$ cat config.mk
export PLATFORM = sky130hd
export DESIGN_NAME = bfo_regs
export DESIGN_NICKNAME = d
export VERILOG_FILES = /design/src/bfo_pkg.sv /design/src/bfo_regs.sv
export SDC_FILE = /design/constraint.sdc
export NUM_CORES = 1
export LEC_CHECK = 0
export ABC_AREA = 1
export BUFFER_PORTS_ARGS = -buffer_cell sky130_fd_sc_hd__buf_4
export CORE_UTILIZATION = 36
export DETAILED_ROUTE_END_ITERATION = 7
export GPL_ROUTABILITY_DRIVEN = 1
export PLACE_DENSITY = 0.78
export SLEW_MARGIN = 20
export SYNTH_ARGS = -nofsm -noshare
export SYNTH_HDL_FRONTEND = slang
export SYNTH_SLANG_ARGS = --single-unit
export TNS_END_PERCENT = 30
$ cat constraint.sdc
create_clock -name clk_i -period 1.2 [get_ports clk_i]
set_clock_uncertainty 0.2 [all_clocks]
set_input_delay 0.06 -clock clk_i [delete_from_list [all_inputs] [get_ports clk_i]]
set_output_delay 0.06 -clock clk_i [all_outputs]
set_load 0.02 [all_outputs]
$ cat src/bfo_pkg.sv
// Shared types and constants for the bucket fill block.
`timescale 1ns / 1ps
package bfo_pkg;

  // Payload widths of the item channels and configuration registers
  localparam int IDX_W    = 10;
  localparam int NONCE_W  = 32;
  localparam int STATUS_W = 2;
  localparam int SLOT_W   = 4;
  localparam int WASTE_W  = 16;
  localparam int FBC_W    = 11;
  localparam int RPB_W    = 5;

  // Configuration port
  localparam int APB_AW = 3;
  localparam int APB_DW = 32;

  localparam logic REG_BUCKETS = 1'b0;
  localparam logic REG_RECORDS = 1'b1;

  localparam logic [FBC_W-1:0] BUCKETS_RST = FBC_W'(1024);
  localparam logic [RPB_W-1:0] RECORDS_RST = RPB_W'(16);

  // Result status codes
  localparam logic [STATUS_W-1:0] ST_STORED   = 2'd0;
  localparam logic [STATUS_W-1:0] ST_OVERFLOW = 2'd1;
  localparam logic [STATUS_W-1:0] ST_RANGE    = 2'd2;

  localparam logic [WASTE_W-1:0] WASTE_MAX = '1;
  localparam logic [FBC_W-1:0]   FBC_MAX   = '1;

  typedef enum logic [1:0] {
    S_CLEAR,
    S_IDLE,
    S_UPDATE
  } bfo_state_e;

  typedef struct packed {
    logic clr_we;
    logic accept;
    logic update;
  } bfo_cmd_t;

  typedef struct packed {
    logic clr_done;
    logic out_free;
  } bfo_sts_t;

endpackage

$ cat src/bfo_regs.sv
// APB configuration registers: buckets in use and records per bucket.
`timescale 1ns / 1ps
module bfo_regs (
  input  logic                        clk_i,
  input  logic                        rst_ni,
  input  logic                        psel,
  input  logic                        penable,
  input  logic                        pwrite,
  input  logic [bfo_pkg::APB_AW-1:0]  paddr,
  input  logic [bfo_pkg::APB_DW-1:0]  pwdata,
  output logic [bfo_pkg::APB_DW-1:0]  prdata,
  output logic                        pready,
  output logic [bfo_pkg::FBC_W-1:0]   buckets_in_use_o,
  output logic [bfo_pkg::RPB_W-1:0]   records_per_bucket_o
);

  logic [bfo_pkg::FBC_W-1:0] buckets_q;
  logic [bfo_pkg::RPB_W-1:0] records_q;
  logic                      wr_en;
  logic                      reg_sel;

  assign pready  = 1'b1;
  assign reg_sel = paddr[2];
  assign wr_en   = psel && penable && pwrite;

  always_ff @(posedge clk_i or negedge rst_ni) begin
    if (!rst_ni) begin
      buckets_q <= bfo_pkg::BUCKETS_RST;
      records_q <= bfo_pkg::RECORDS_RST;
    end else if (wr_en) begin
      unique case (reg_sel)
        bfo_pkg::REG_BUCKETS: buckets_q <= pwdata[bfo_pkg::FBC_W-1:0];
        bfo_pkg::REG_RECORDS: records_q <= pwdata[bfo_pkg::RPB_W-1:0];
        default: ;
      endcase
    end
  end

  always_comb begin
    unique case (reg_sel)
      bfo_pkg::REG_BUCKETS: prdata = bfo_pkg::APB_DW'(buckets_q);
      bfo_pkg::REG_RECORDS: prdata = bfo_pkg::APB_DW'(records_q);
      default:              prdata = '0;
    endcase
  end

  assign buckets_in_use_o     = buckets_q;
  assign records_per_bucket_o = records_q;

endmodule

==> impl_metrics.csv <==
group,metric,value,unit
setup_path,worstPathCellList,"inv_2, nor2_4, buf_6",
synthesis,synth_seq_cells,16,
setup_path,critPathTopFamily,"flip-flops",
outcome,violations,"negative hold slack, negative setup slack",
layout,drive_gt1_share,31.9,%
die,io_pins,89,
die,core,2480,um2
placed_design,gp_congestion,0.733,
clock_network,cts.sinks,16,
die,initial_core_util,38.2,%
synthesis,syn_inst,126,
clock_network,htreeDepth,1,
global_routing,antenna_found_initial,0,
timing,rsz0062_at_grt,"true",
synthesis,synth-xor-area-share,0,%
flow_run,cap_violations,0,
global_routing,grt_overflow,0,
timing,final-max-slew-violation-count,0,
synthesis,yosys_warnings,0,
timing,final.period_utilization,111,%
drt,antenna_left,0,
setup_path,critical_path_class,"reg2out",
synthesis,yosysUniqueCellTypes,13,
power,ir_worst_vdd,785,uV
outcome,status,"finished with violations",
layout,antennaDiodeCount,0,
synthesis,synthAdderAreaFrac,0,%
drt,first_pass_iters,4,
global_routing,grt_pass1_wl,3.46,mm
drt,drc,0,
global_routing,track_usage,17.0,%
timing,finalHoldViolations,2,
setup_path,end_kind,"output port",
die,die_h,53.3,um
power,p_total,1.84,mW
clock_network,cts_tree,"built",
setup_path,critPathRequiredTime,0.94,ns
synthesis,syn_avg_cell_area,7.51,um2
layout,final_nets,227,
timing,hold_slack,-0.0277,ns
global_routing,grt_max_degree,17,
power,power_leakage,0.814,nW
drt,vias,937,
die,die_w,53.3,um
min_path,min_path_type,"in2reg",
placed_design,port_buffers,43,
placed_design,dp_hpwl,1.55,mm
layout,area_delta_synth_final,50.9,%
setup_path,cp_max_fo,2,
setup_path,cp_slowest_cell,"dfstp_2",
die,row_count,18,
setup_path,path_buf_inv,2,
synthesis,synth_mux_area_share,0,%
clock_network,numCtsBuffers,3,
timing,layout_setup_ws,-0.131,ns
clock_network,clock_path_buffers,2,
synthesis,yosys.area_share.simple,32.4,%
layout,final_cell_mix,"48 x nand2_1, 41 x buf_4, 22 x conb_1",
drt,wire_per_inst,10.4,um
die,dieArea,2840,um2
clock_network,clkTransAtPathRegs,0.09,ns
drt,drt_iter0_markers,7,
timing,setup_viol,6,
global_routing,first_global_vias,828,
synthesis,synth_top_family_by_area,"simple AND/OR/NAND/NOR gates",
clock_network,clk_latency,0.27,ns
synthesis,synth_seq_area_share,42.6,%
timing,min_period,1.33,ns
drt,vias_per_cell,4.36,
drt,wl,2.23,mm
power,cellPowerDensity,1290,nW/um2
synthesis,syn_area,946,um2
timing,max_freq,0.751,GHz
layout,layout_commonest_cell,"nand2_1",
setup_path,max_stage_delay,0.55,ns
placed_design,dp_slack,0.131,ns
clock_network,cts-root-buf,"clkbuf_4",
setup_path,worstPathArrival,1.07,ns
setup_path,cp-start-kind,"flip-flop",
synthesis,synth-compound-area-share,0,%
==> metal layers <==
| layer | global-route usage, % | routed length, um | part of all wire [%] | vias to the layer above |
|---|---|---|---|---|
| met4 | 3.95 | 0 | 0 | 0 |
| li1 | - | - | - | 462 |
| met2 | 33.1 | 1130 | 50 | 52 |
| met3 | 2.87 | 168 | 7.5 | 0 |
| met5 | 0 | 0 | 0 | - |
| met1 | 18.7 | 937 | 42 | 423 |
==> power breakdown <==
part / total (mW) / switching (mW) / internal, mW
Clock: 0.266 / 0.150 / 0.116
Combinational: 0.846 / 0.475 / 0.371
Sequential: 0.732 / 0.0828 / 0.649
Total: 1.84 / 0.707 / 1.14
==> cell usage after synthesis <==
| cell type | instances | share of area, % |
|---|---|---|
| dfrtp_1 | 14 | 37 |
| dfstp_2 | 2 | 5.6 |
| inv_1 | 6 | 2.4 |
| nand2_1 | 48 | 19 |
| conb_1 | 2 | 0.79 |
| inv_2 | 2 | 0.79 |
| buf_6 | 1 | 1.2 |
| buf_4 | 23 | 18 |
| nand4_1 | 2 | 1.3 |
| buf_2 | 3 | 1.6 |
| nor2_1 | 6 | 2.4 |
| nor2_4 | 1 | 1.2 |
| nand3_1 | 16 | 8.5 |
==> registers in the layout, indices dropped and copies added (netlist names) <==
| signal | cells |
|---|---|
| buckets_in_use_o | 11 |
| records_per_bucket_o | 5 |
==> path summary, 6_finish.rpt <==
check / start / endpoint / slack (ns) / cells past startpoint
max: buckets_in_use_o[10] / prdata[10] / -0.13 / 3
min: pwrite / buckets_in_use_o[10] / -0.03 / 5
max reg2reg: records_per_bucket_o[4] / records_per_bucket_o[4] / 0.18 / 3
min reg2reg: buckets_in_use_o[9] / buckets_in_use_o[9] / 0.31 / 2
max in group asynchronous: rst_ni / buckets_in_use_o[10] / 0.04 / 3
min in group asynchronous: rst_ni / buckets_in_use_o[4] / 0.51 / 3
==> kinds of logic after synthesis <==
kind of cell / count (synthesis)
simple gates: 73
buf+inv: 35
flops: 16
other cells: 2
==> area by class of cell <==
| type | count | area, um2 |
|---|---|---|
| clock buffer | 3 | 22.5 |
| fill | 232 | 1050 |
| inverter | 8 | 30.0 |
| multi-input combinational | 95 | 397 |
| sequential | 16 | 403 |
| tap | 30 | 37.5 |
| timing repair buffer | 63 | 538 |
==> metrics by stage <==
stage	hold WS (ns)	instances	instance area [um2]	utilization [%]	TNS, ns
floorplan	-0.436	146	1020	-	0
global placement	-0.274	196	1210	48.9	0
detailed placement	-0.264	196	1210	48.9	0
CTS	-0.0380	215	1420	57.2	-0.535
global route	0.00187	215	1430	57.6	-1.04
finish	-0.0277	215	1430	57.6	-0.467
==> tightest hold or removal path: cells and delay by family <==
family / cells / cell delay (ns)
buffers and inverters: 2 / 0.18
and+or+nand+nor: 3 / 0.21
==> timing repair <==
item                                   4_1_cts  5_1_grt
gates resized for setup                      7        4
hold buffers                                14        0
setup endpoints to repair                    9       13
endpoints found under the hold margin       32        0
setup buffers                                2        0
pin swaps                                    8        4
Note: power is estimated with default switching activity, not from simulation.
