`src/bfo_pkg.sv`:
```
// Shared types and constants for the bucket fill block.
`timescale 1ns / 1ps
package bfo_pkg;

  // Payload widths of the item channels and configuration registers
  localparam int IDX_W    = 10;
  localparam int NONCE_W  = 32;
  localparam int STATUS_W = 2;
  localparam int SLOT_W   = 4;
  localparam int WASTE_W  = 16;
  localparam int FBC_W    = 11;
  localparam int RPB_W    = 5;

  // Configuration port
  localparam int APB_AW = 3;
  localparam int APB_DW = 32;

  localparam logic REG_BUCKETS = 1'b0;
  localparam logic REG_RECORDS = 1'b1;

  localparam logic [FBC_W-1:0] BUCKETS_RST = FBC_W'(1024);
  localparam logic [RPB_W-1:0] RECORDS_RST = RPB_W'(16);

  // Result status codes
  localparam logic [STATUS_W-1:0] ST_STORED   = 2'd0;
  localparam logic [STATUS_W-1:0] ST_OVERFLOW = 2'd1;
  localparam logic [STATUS_W-1:0] ST_RANGE    = 2'd2;

  localparam logic [WASTE_W-1:0] WASTE_MAX = '1;
  localparam logic [FBC_W-1:0]   FBC_MAX   = '1;

  typedef enum logic [1:0] {
    S_CLEAR,
    S_IDLE,
    S_UPDATE
  } bfo_state_e;

  typedef struct packed {
    logic clr_we;
    logic accept;
    logic update;
  } bfo_cmd_t;

  typedef struct packed {
    logic clr_done;
    logic out_free;
  } bfo_sts_t;

endpackage

```
`src/bfo_ctrl.sv`:
```
// Controller: clearing sweep after reset, item accept and bucket update.
`timescale 1ns / 1ps
module bfo_ctrl (
  input  logic              clk_i,
  input  logic              rst_ni,
  input  logic              in_valid_i,
  output logic              in_ready_o,
  input  bfo_pkg::bfo_sts_t sts_i,
  output bfo_pkg::bfo_cmd_t cmd_o
);

  bfo_pkg::bfo_state_e state_q, state_d;

  always_ff @(posedge clk_i or negedge rst_ni) begin
    if (!rst_ni) begin
      state_q <= bfo_pkg::S_CLEAR;
    end else begin
      state_q <= state_d;
    end
  end

  always_comb begin
    state_d    = state_q;
    in_ready_o = 1'b0;
    cmd_o      = '0;
    unique case (state_q)
      bfo_pkg::S_CLEAR: begin
        cmd_o.clr_we = 1'b1;
        if (sts_i.clr_done) begin
          state_d = bfo_pkg::S_IDLE;
        end
      end
      bfo_pkg::S_IDLE: begin
        in_ready_o = 1'b1;
        if (in_valid_i) begin
          cmd_o.accept = 1'b1;
          state_d      = bfo_pkg::S_UPDATE;
        end
      end
      bfo_pkg::S_UPDATE: begin
        // hold until the result register can take the item
        if (sts_i.out_free) begin
          cmd_o.update = 1'b1;
          state_d      = bfo_pkg::S_IDLE;
        end
      end
      default: state_d = bfo_pkg::S_CLEAR;
    endcase
  end

endmodule

```
`config.mk`:
```
export PLATFORM = sky130hd
export DESIGN_NAME = bfo_ctrl
export DESIGN_NICKNAME = d
export VERILOG_FILES = /design/src/bfo_pkg.sv /design/src/bfo_ctrl.sv
export SDC_FILE = /design/constraint.sdc
export NUM_CORES = 1
export LEC_CHECK = 0
export ABC_CLOCK_PERIOD_IN_PS = 2400
export CORE_AREA = 2 2 39 41
export CTS_CLUSTER_DIAMETER = 50
export CTS_CLUSTER_SIZE = 40
export DETAILED_ROUTE_END_ITERATION = 8
export DIE_AREA = 0 0 41 43
export DONT_BUFFER_PORTS = 1
export HOLD_SLACK_MARGIN = 0.1
export PLACE_DENSITY = 0.3
export SLEW_MARGIN = 15
export SYNTH_ARGS = -nofsm -noshare
export SYNTH_HDL_FRONTEND = slang
export SYNTH_SLANG_ARGS = --single-unit
```
`constraint.sdc`:
```
create_clock -name clk_i -period 2.4 [get_ports clk_i]
set_clock_uncertainty 0.15 [all_clocks]
set_input_delay 0.24 -clock clk_i [delete_from_list [all_inputs] [get_ports clk_i]]
set_output_delay 0.24 -clock clk_i [all_outputs]
set_load 0.02 [all_outputs]
```
==> impl_metrics.toml, run 1 <==
[clocking]
tritoncts = "done"
cts_resized = 0
clk_latency_ns = 0.22
clkSinkCount = 2
htree_levels = 1
path_clk_slew_ns = 0.03
cts_buffers = 3
cts_buffer_depth = 2
cts_root_buffer = "clkbuf_4"

[finish]
stdcell_count = 35
final_nets = 26
syn_to_final_growth_pct = 71.7
reg_top3 = "state_q (2)"
final_cell_area_um2 = 198
fillers = 152
multi_input_area_um2 = 61.3
regMostFlops = "state_q"
diodes = 0
utilization_pct = 14.3
layout-drive-gt1-share_pct = 21.1
regArea_um2 = 50.0
largest_reg_flops = 2

[place]
place_area_um2 = 135
routabilityCongestion = 0.563
portBuffers = 0
placed_cells = 28
dp_hpwl_um = 230

[timing]
max_slew_margin_pct = 73.2
rsz0062_at_grt = "false"
fin_tns_setup_ns = 0
period_minus_slack_ns = 1.68
hold_viol_final = 0
setup_viol = 0
slew_viol_final = 0
min_period_over_period_pct = 70.1
clock.fmax_ghz = 0.594
tightest_slew_ns = 0.401

[worst_setup_path]
reg2reg_setup_slack_ns = 0.72
crit_arrival_ns = 1.63
reg2reg_from = "state_q[1]$_DFFE_PN0P_"
crit_fanout = 6
crit_family = "buffers and inverters"
worstSetupPathType = "register to register"
start_kind = "register"
slowest_delay_ns = 0.55
cp.required_ns = 2.35
crit_chain = "and2b_2 -> o2bb2ai_1 -> dlygate4sd3_1"
worst_r2r_endpoint = "state_q[0]$_DFFE_PN0P_"
cpMaxStageDelayCell = "dlygate4sd3_1"
path_buf_inv = 1
cp-end-kind = "register"
reg2regPathDepth = 3

[min_path]
hold_path_class = "primary input to register"
holdPathStages = 2
min_to = "state_q[1]$_DFFE_PN0P_"
worstHoldStart = "sts_i[0]"

[synth]
synth_top_area_share_pct = 43.5
yosys_register_bits = 2
synth_largest_area_cell = "dfrtp_1"
synth_nets = 17
syn_area_um2 = 115
ys_seq_area_share_pct = 43.5
synth-edff-count = 0
synth-main-ff-cell = "dfrtp_1"
async_reset_ff_share_pct = 100
synth_area_leaders = "dfrtp_1 (43%), mux2i_1 (8.7%), and2b_2 (7.6%), and3b_1 (7.6%), o2bb2ai_1 (7.6%)"
synth_cells = 12
yosys-top-cells-count = "dfrtp_1 (2), nor2_1 (2)"
avgSynthCellArea_um2 = 9.59
synth.yosys.warnings = 0
ys_types = 10

[die]
dieArea_um2 = 1760
fp.dieH_um = 43
std_cell_rows = 14
io_pins = 9
core_region_area_um2 = 1380
fp.dieW_um = 41
initial_core_util_pct = 8.32

[global_route]
antenna_found_initial = 0
grt_max_degree = 7
track_usage_pct = 5.73
overflow = 0
grt_pass1_wl_um = 510
grt_pass1_vias = 121

[route]
first_pass_iters = 2
drtIter0Drc = 4
drtAntennaViolNets = 0
drt-total-wl_um = 324
wl_per_cell_um = 9.26
viasPerCell = 3.31
vias = 116
drcViolationCount = 0

[power]
power_mw = 0.254
vdd_ir_drop_max_mv = 0.470
p_leak_nw = 0.0883
cellPowerDensity_nw_per_um2 = 1290

[run_status]
status = "finished clean"

[run]
max-cap-violations = 0
==> worst max path at each step <==
stage | depth (start not counted) | from | endpoint
2_1_floorplan | 2 | state_q[0]$_DFFE_PN0P_ | state_q[1]$_DFFE_PN0P_
3_3_place_gp | 2 | state_q[0]$_DFFE_PN0P_ | state_q[1]$_DFFE_PN0P_
3_5_place_dp | 2 | state_q[0]$_DFFE_PN0P_ | state_q[1]$_DFFE_PN0P_
4_1_cts | 3 | state_q[1]$_DFFE_PN0P_ | state_q[0]$_DFFE_PN0P_
5_1_grt | 3 | state_q[1]$_DFFE_PN0P_ | state_q[0]$_DFFE_PN0P_
6_report | 3 | state_q[1]$_DFFE_PN0P_ | state_q[0]$_DFFE_PN0P_
==> worst reg2reg max path: stages (launching register included) <==
cell and delay [ns]:
dfrtp_1 0.42, and2b_2 0.30, o2bb2ai_1 0.14, dlygate4sd3_1 0.55
==> cell type report <==
| type | count | area share, % |
|---|---|---|
| Sequential cell | 2 | 25.3 |
| Tap cell | 16 | 10.1 |
| Inverter | 1 | 1.90 |
| Clock buffer | 3 | 11.4 |
| Multi-Input combinational cell | 9 | 31.0 |
| Timing Repair Buffer | 4 | 20.3 |
==> layer usage <==
layer | share of wire (%) | global-route usage (%) | vias to the layer above
met5 | 0 | 0 | -
met4 | 1.5 | 6.00 | 0
met3 | 16 | 7.85 | 2
met2 | 29 | 4.69 | 10
met1 | 53 | 5.81 | 49
li1 | - | - | 55
==> repair_timing <==
action,CTS,global route
endpoints found under the setup margin,0,0
hold buffers,3,1
endpoints found under the hold margin,3,2
setup buffers,0,0
==> stage by stage <==
| stage | setup slack (ns) | hold WS (ns) |
|---|---|---|
| floorplan | 1.24 | -0.206 |
| global placement | 1.21 | -0.205 |
| detailed placement | 1.18 | -0.205 |
| CTS | 0.732 | 0.101 |
| global route | 0.641 | 0.124 |
| finish | 0.718 | 0.134 |
==> cells by family after synthesis <==
family	count (synthesis)	synth area share, %
AND/OR/NAND/NOR	7	37.0
AO/OA/AOI/OAI	1	7.61
buffers and inverters	1	3.26
multiplexers	1	8.70
flip-flops	2	43.5
==> cell usage in the layout, fill, tap and decap left out <==
cell type | netlist | final
inv_1 | 1 | 1
and3b_1 | 1 | 1
nor2_1 | 2 | 2
dfrtp_1 | 2 | 2
and2b_2 | 1 | 1
o2bb2ai_1 | 1 | 1
clkbuf_4 | 0 | 3
or2_1 | 1 | 1
mux2i_1 | 1 | 1
nor3b_1 | 1 | 1
nand2_1 | 1 | 1
dlygate4sd3_1 | 0 | 4
==> report_power, final <==
part | switching [mW] | internal, mW
registers | 0.0241 | 0.0497
clock network | 0.0188 | 0.0551
logic | 0.0618 | 0.0449
total | 0.105 | 0.150
Power figures use the tool's default switching activity.
==> run 2: changes to the inputs <==
Settings changed: ABC_CLOCK_PERIOD_IN_PS 2400 to 1400.
Clock period 2.4 ns to 1.4 ns, I/O delays scaled along.
==> run 2 against run 1 <==
Cell count increased by 2.9%. First-iteration DRC count is 100% lower. Die area stayed put. Flip-flop and latch count did not move. Clock power rose by 73%. Utilization grew 1.1 points. Via count is the same. Global-route usage grew 0.60 points. Combinational power is 61% higher. Critical path depth is 2 lower. Largest power group unchanged.
==> impl_metrics.toml, run 2 (synthesis gave the netlist of run 1 again) <==
[run_status]
status = "finished clean"

[timing]
clock.fmax_ghz = 0.754
max_slew_margin_pct = 83.1
period_minus_slack_ns = 1.33
rsz0062_at_grt = "false"
tightest_slew_ns = 0.253
fin_hold_ws_ns = 0.224
setup_viol = 0
min_period_over_period_pct = 94.7
fin_tns_setup_ns = 0
finalWorstSetupSlack_ns = 0.0740
hold_viol_final = 0
slew_viol_final = 0

[finish]
fillers = 155
largest_reg_flops = 2
regArea_um2 = 50.0
final_nets = 27
diodes = 0
layout-drive-gt1-share_pct = 30.0
syn_to_final_growth_pct = 84.8
final_common_cell = "dlygate4sd3_1"
most-common-layout-cells = "dlygate4sd3_1 (5), clkbuf_4 (3), nor2_2 (2), dfrtp_1 (2)"
regMostFlops = "state_q"
reg_top3 = "state_q (2)"
multi_input_area_um2 = 66.3

[global_route]
overflow = 0
grt_pass1_vias = 135
antenna_found_initial = 0
grt_max_degree = 7
grt_pass1_wl_um = 586
track_usage_pct = 6.33

[worst_setup_path]
start_kind = "register"
crit_arrival_ns = 1.04
path_buf_inv = 0
cp-end-kind = "primary output"
cp.required_ns = 1.11
slowest_delay_ns = 0.43
crit_fanout = 6
crit_chain = "and3b_1"
crit_family = "flip-flops"
cpMaxStageDelayCell = "dfrtp_1"
worstSetupPathType = "register to primary output"

[die]
fp.dieH_um = 43
dieArea_um2 = 1760
core_region_area_um2 = 1380
std_cell_rows = 14
io_pins = 9
fp.dieW_um = 41
initial_core_util_pct = 8.32

[clocking]
clkSinkCount = 2
postCtsSetupBuffers = 0
path_clk_slew_ns = 0.03
htree_levels = 1
tritoncts = "done"
cts_buffers = 3
cts_buffer_depth = 2
clk_latency_ns = 0.22
cts_root_buffer = "clkbuf_4"

[place]
dpl_worst_slack_ns = 0.178
portBuffers = 0
routabilityCongestion = 0.566
dp_hpwl_um = 229

[power]
clkPwrFrac_pct = 29.5
power_mw = 0.433
intPower_mw = 0.246
cellPowerDensity_nw_per_um2 = 2040
vdd_ir_drop_max_mv = 0.576
seqPwrFrac_pct = 30.9
swShare_pct = 43.2
comb_power_share_pct = 39.7
p_leak_nw = 0.0918
power_switching_mw = 0.187

[run]
max-cap-violations = 0

[route]
drtAntennaViolNets = 0
viasPerCell = 3.22
wl_per_cell_um = 10.1
vias = 116
drt-total-wl_um = 363
drcViolationCount = 0
first_pass_iters = 1
drtIter0Drc = 0

[min_path]
hold_path_class = "primary input to register"
## run 2: changes by cell type in the layout (fill, tap and decap cells not counted), sizes merged
cell         change
dlygate4sd3      +1
## run 2: routing by layer
| layer | up-vias | part of all wire (%) | GRT usage (%) |
|---|---|---|---|
| li1 | 56 | - | - |
| met1 | 49 | 40 | 5.47 |
| met2 | 9 | 42 | 6.25 |
| met3 | 2 | 16 | 7.33 |
| met4 | 0 | 1.9 | 8.00 |
| met5 | - | 0 | 0 |
## run 2: layout make-up
| class | count | share of cell area [%] |
|---|---|---|
| Clock buffer | 3 | 10.6 |
| Inverter | 1 | 1.76 |
| Multi-Input combinational cell | 9 | 31.2 |
| Sequential cell | 2 | 23.5 |
| Tap cell | 16 | 9.41 |
| Timing Repair Buffer | 5 | 23.5 |
## run 2: path summary, 6_finish.rpt
path	startpoint	endpoint	slack [ns]	cells after the start
hold / removal	in_valid_i	state_q[1]$_DFFE_PN0P_	0.22	2
hold reg to reg	state_q[0]$_DFFE_PN0P_	state_q[0]$_DFFE_PN0P_	0.42	1
setup / recovery	state_q[1]$_DFFE_PN0P_	cmd_o[1]	0.07	1
setup reg to reg	state_q[0]$_DFFE_PN0P_	state_q[1]$_DFFE_PN0P_	0.15	2
min in group asynchronous	rst_ni	state_q[0]$_DFFE_PN0P_	0.54	2
max in group asynchronous	rst_ni	state_q[1]$_DFFE_PN0P_	0.42	2
## run 2: through the flow
step | cells | utilization [%] | instance area (um^2)
after CTS | 36 | 15.0 | 208
after global routing | 36 | 15.4 | 213
after floorplan | 12 | - | 115
after global placement | 28 | 9.76 | 135
after detailed placement | 28 | 9.76 | 135
final | 36 | 15.4 | 213
## run 2: repair_timing
action / 4_1_cts / 5_1_grt
hold endpoints to repair: 4 / 0
resized for setup: 0 / 2
setup endpoints to repair: 0 / 1
hold buffers: 5 / 0
## run 2: power groups by stage
stage | clock network (mW) | registers [mW] | logic [mW]
2_1_floorplan | 0 | 0.115 | 0.142
3_3_place_gp | 0 | 0.121 | 0.153
3_5_place_dp | 0 | 0.126 | 0.156
4_1_cts | 0.137 | 0.127 | 0.169
5_1_grt | 0.143 | 0.146 | 0.193
6_report | 0.128 | 0.134 | 0.172
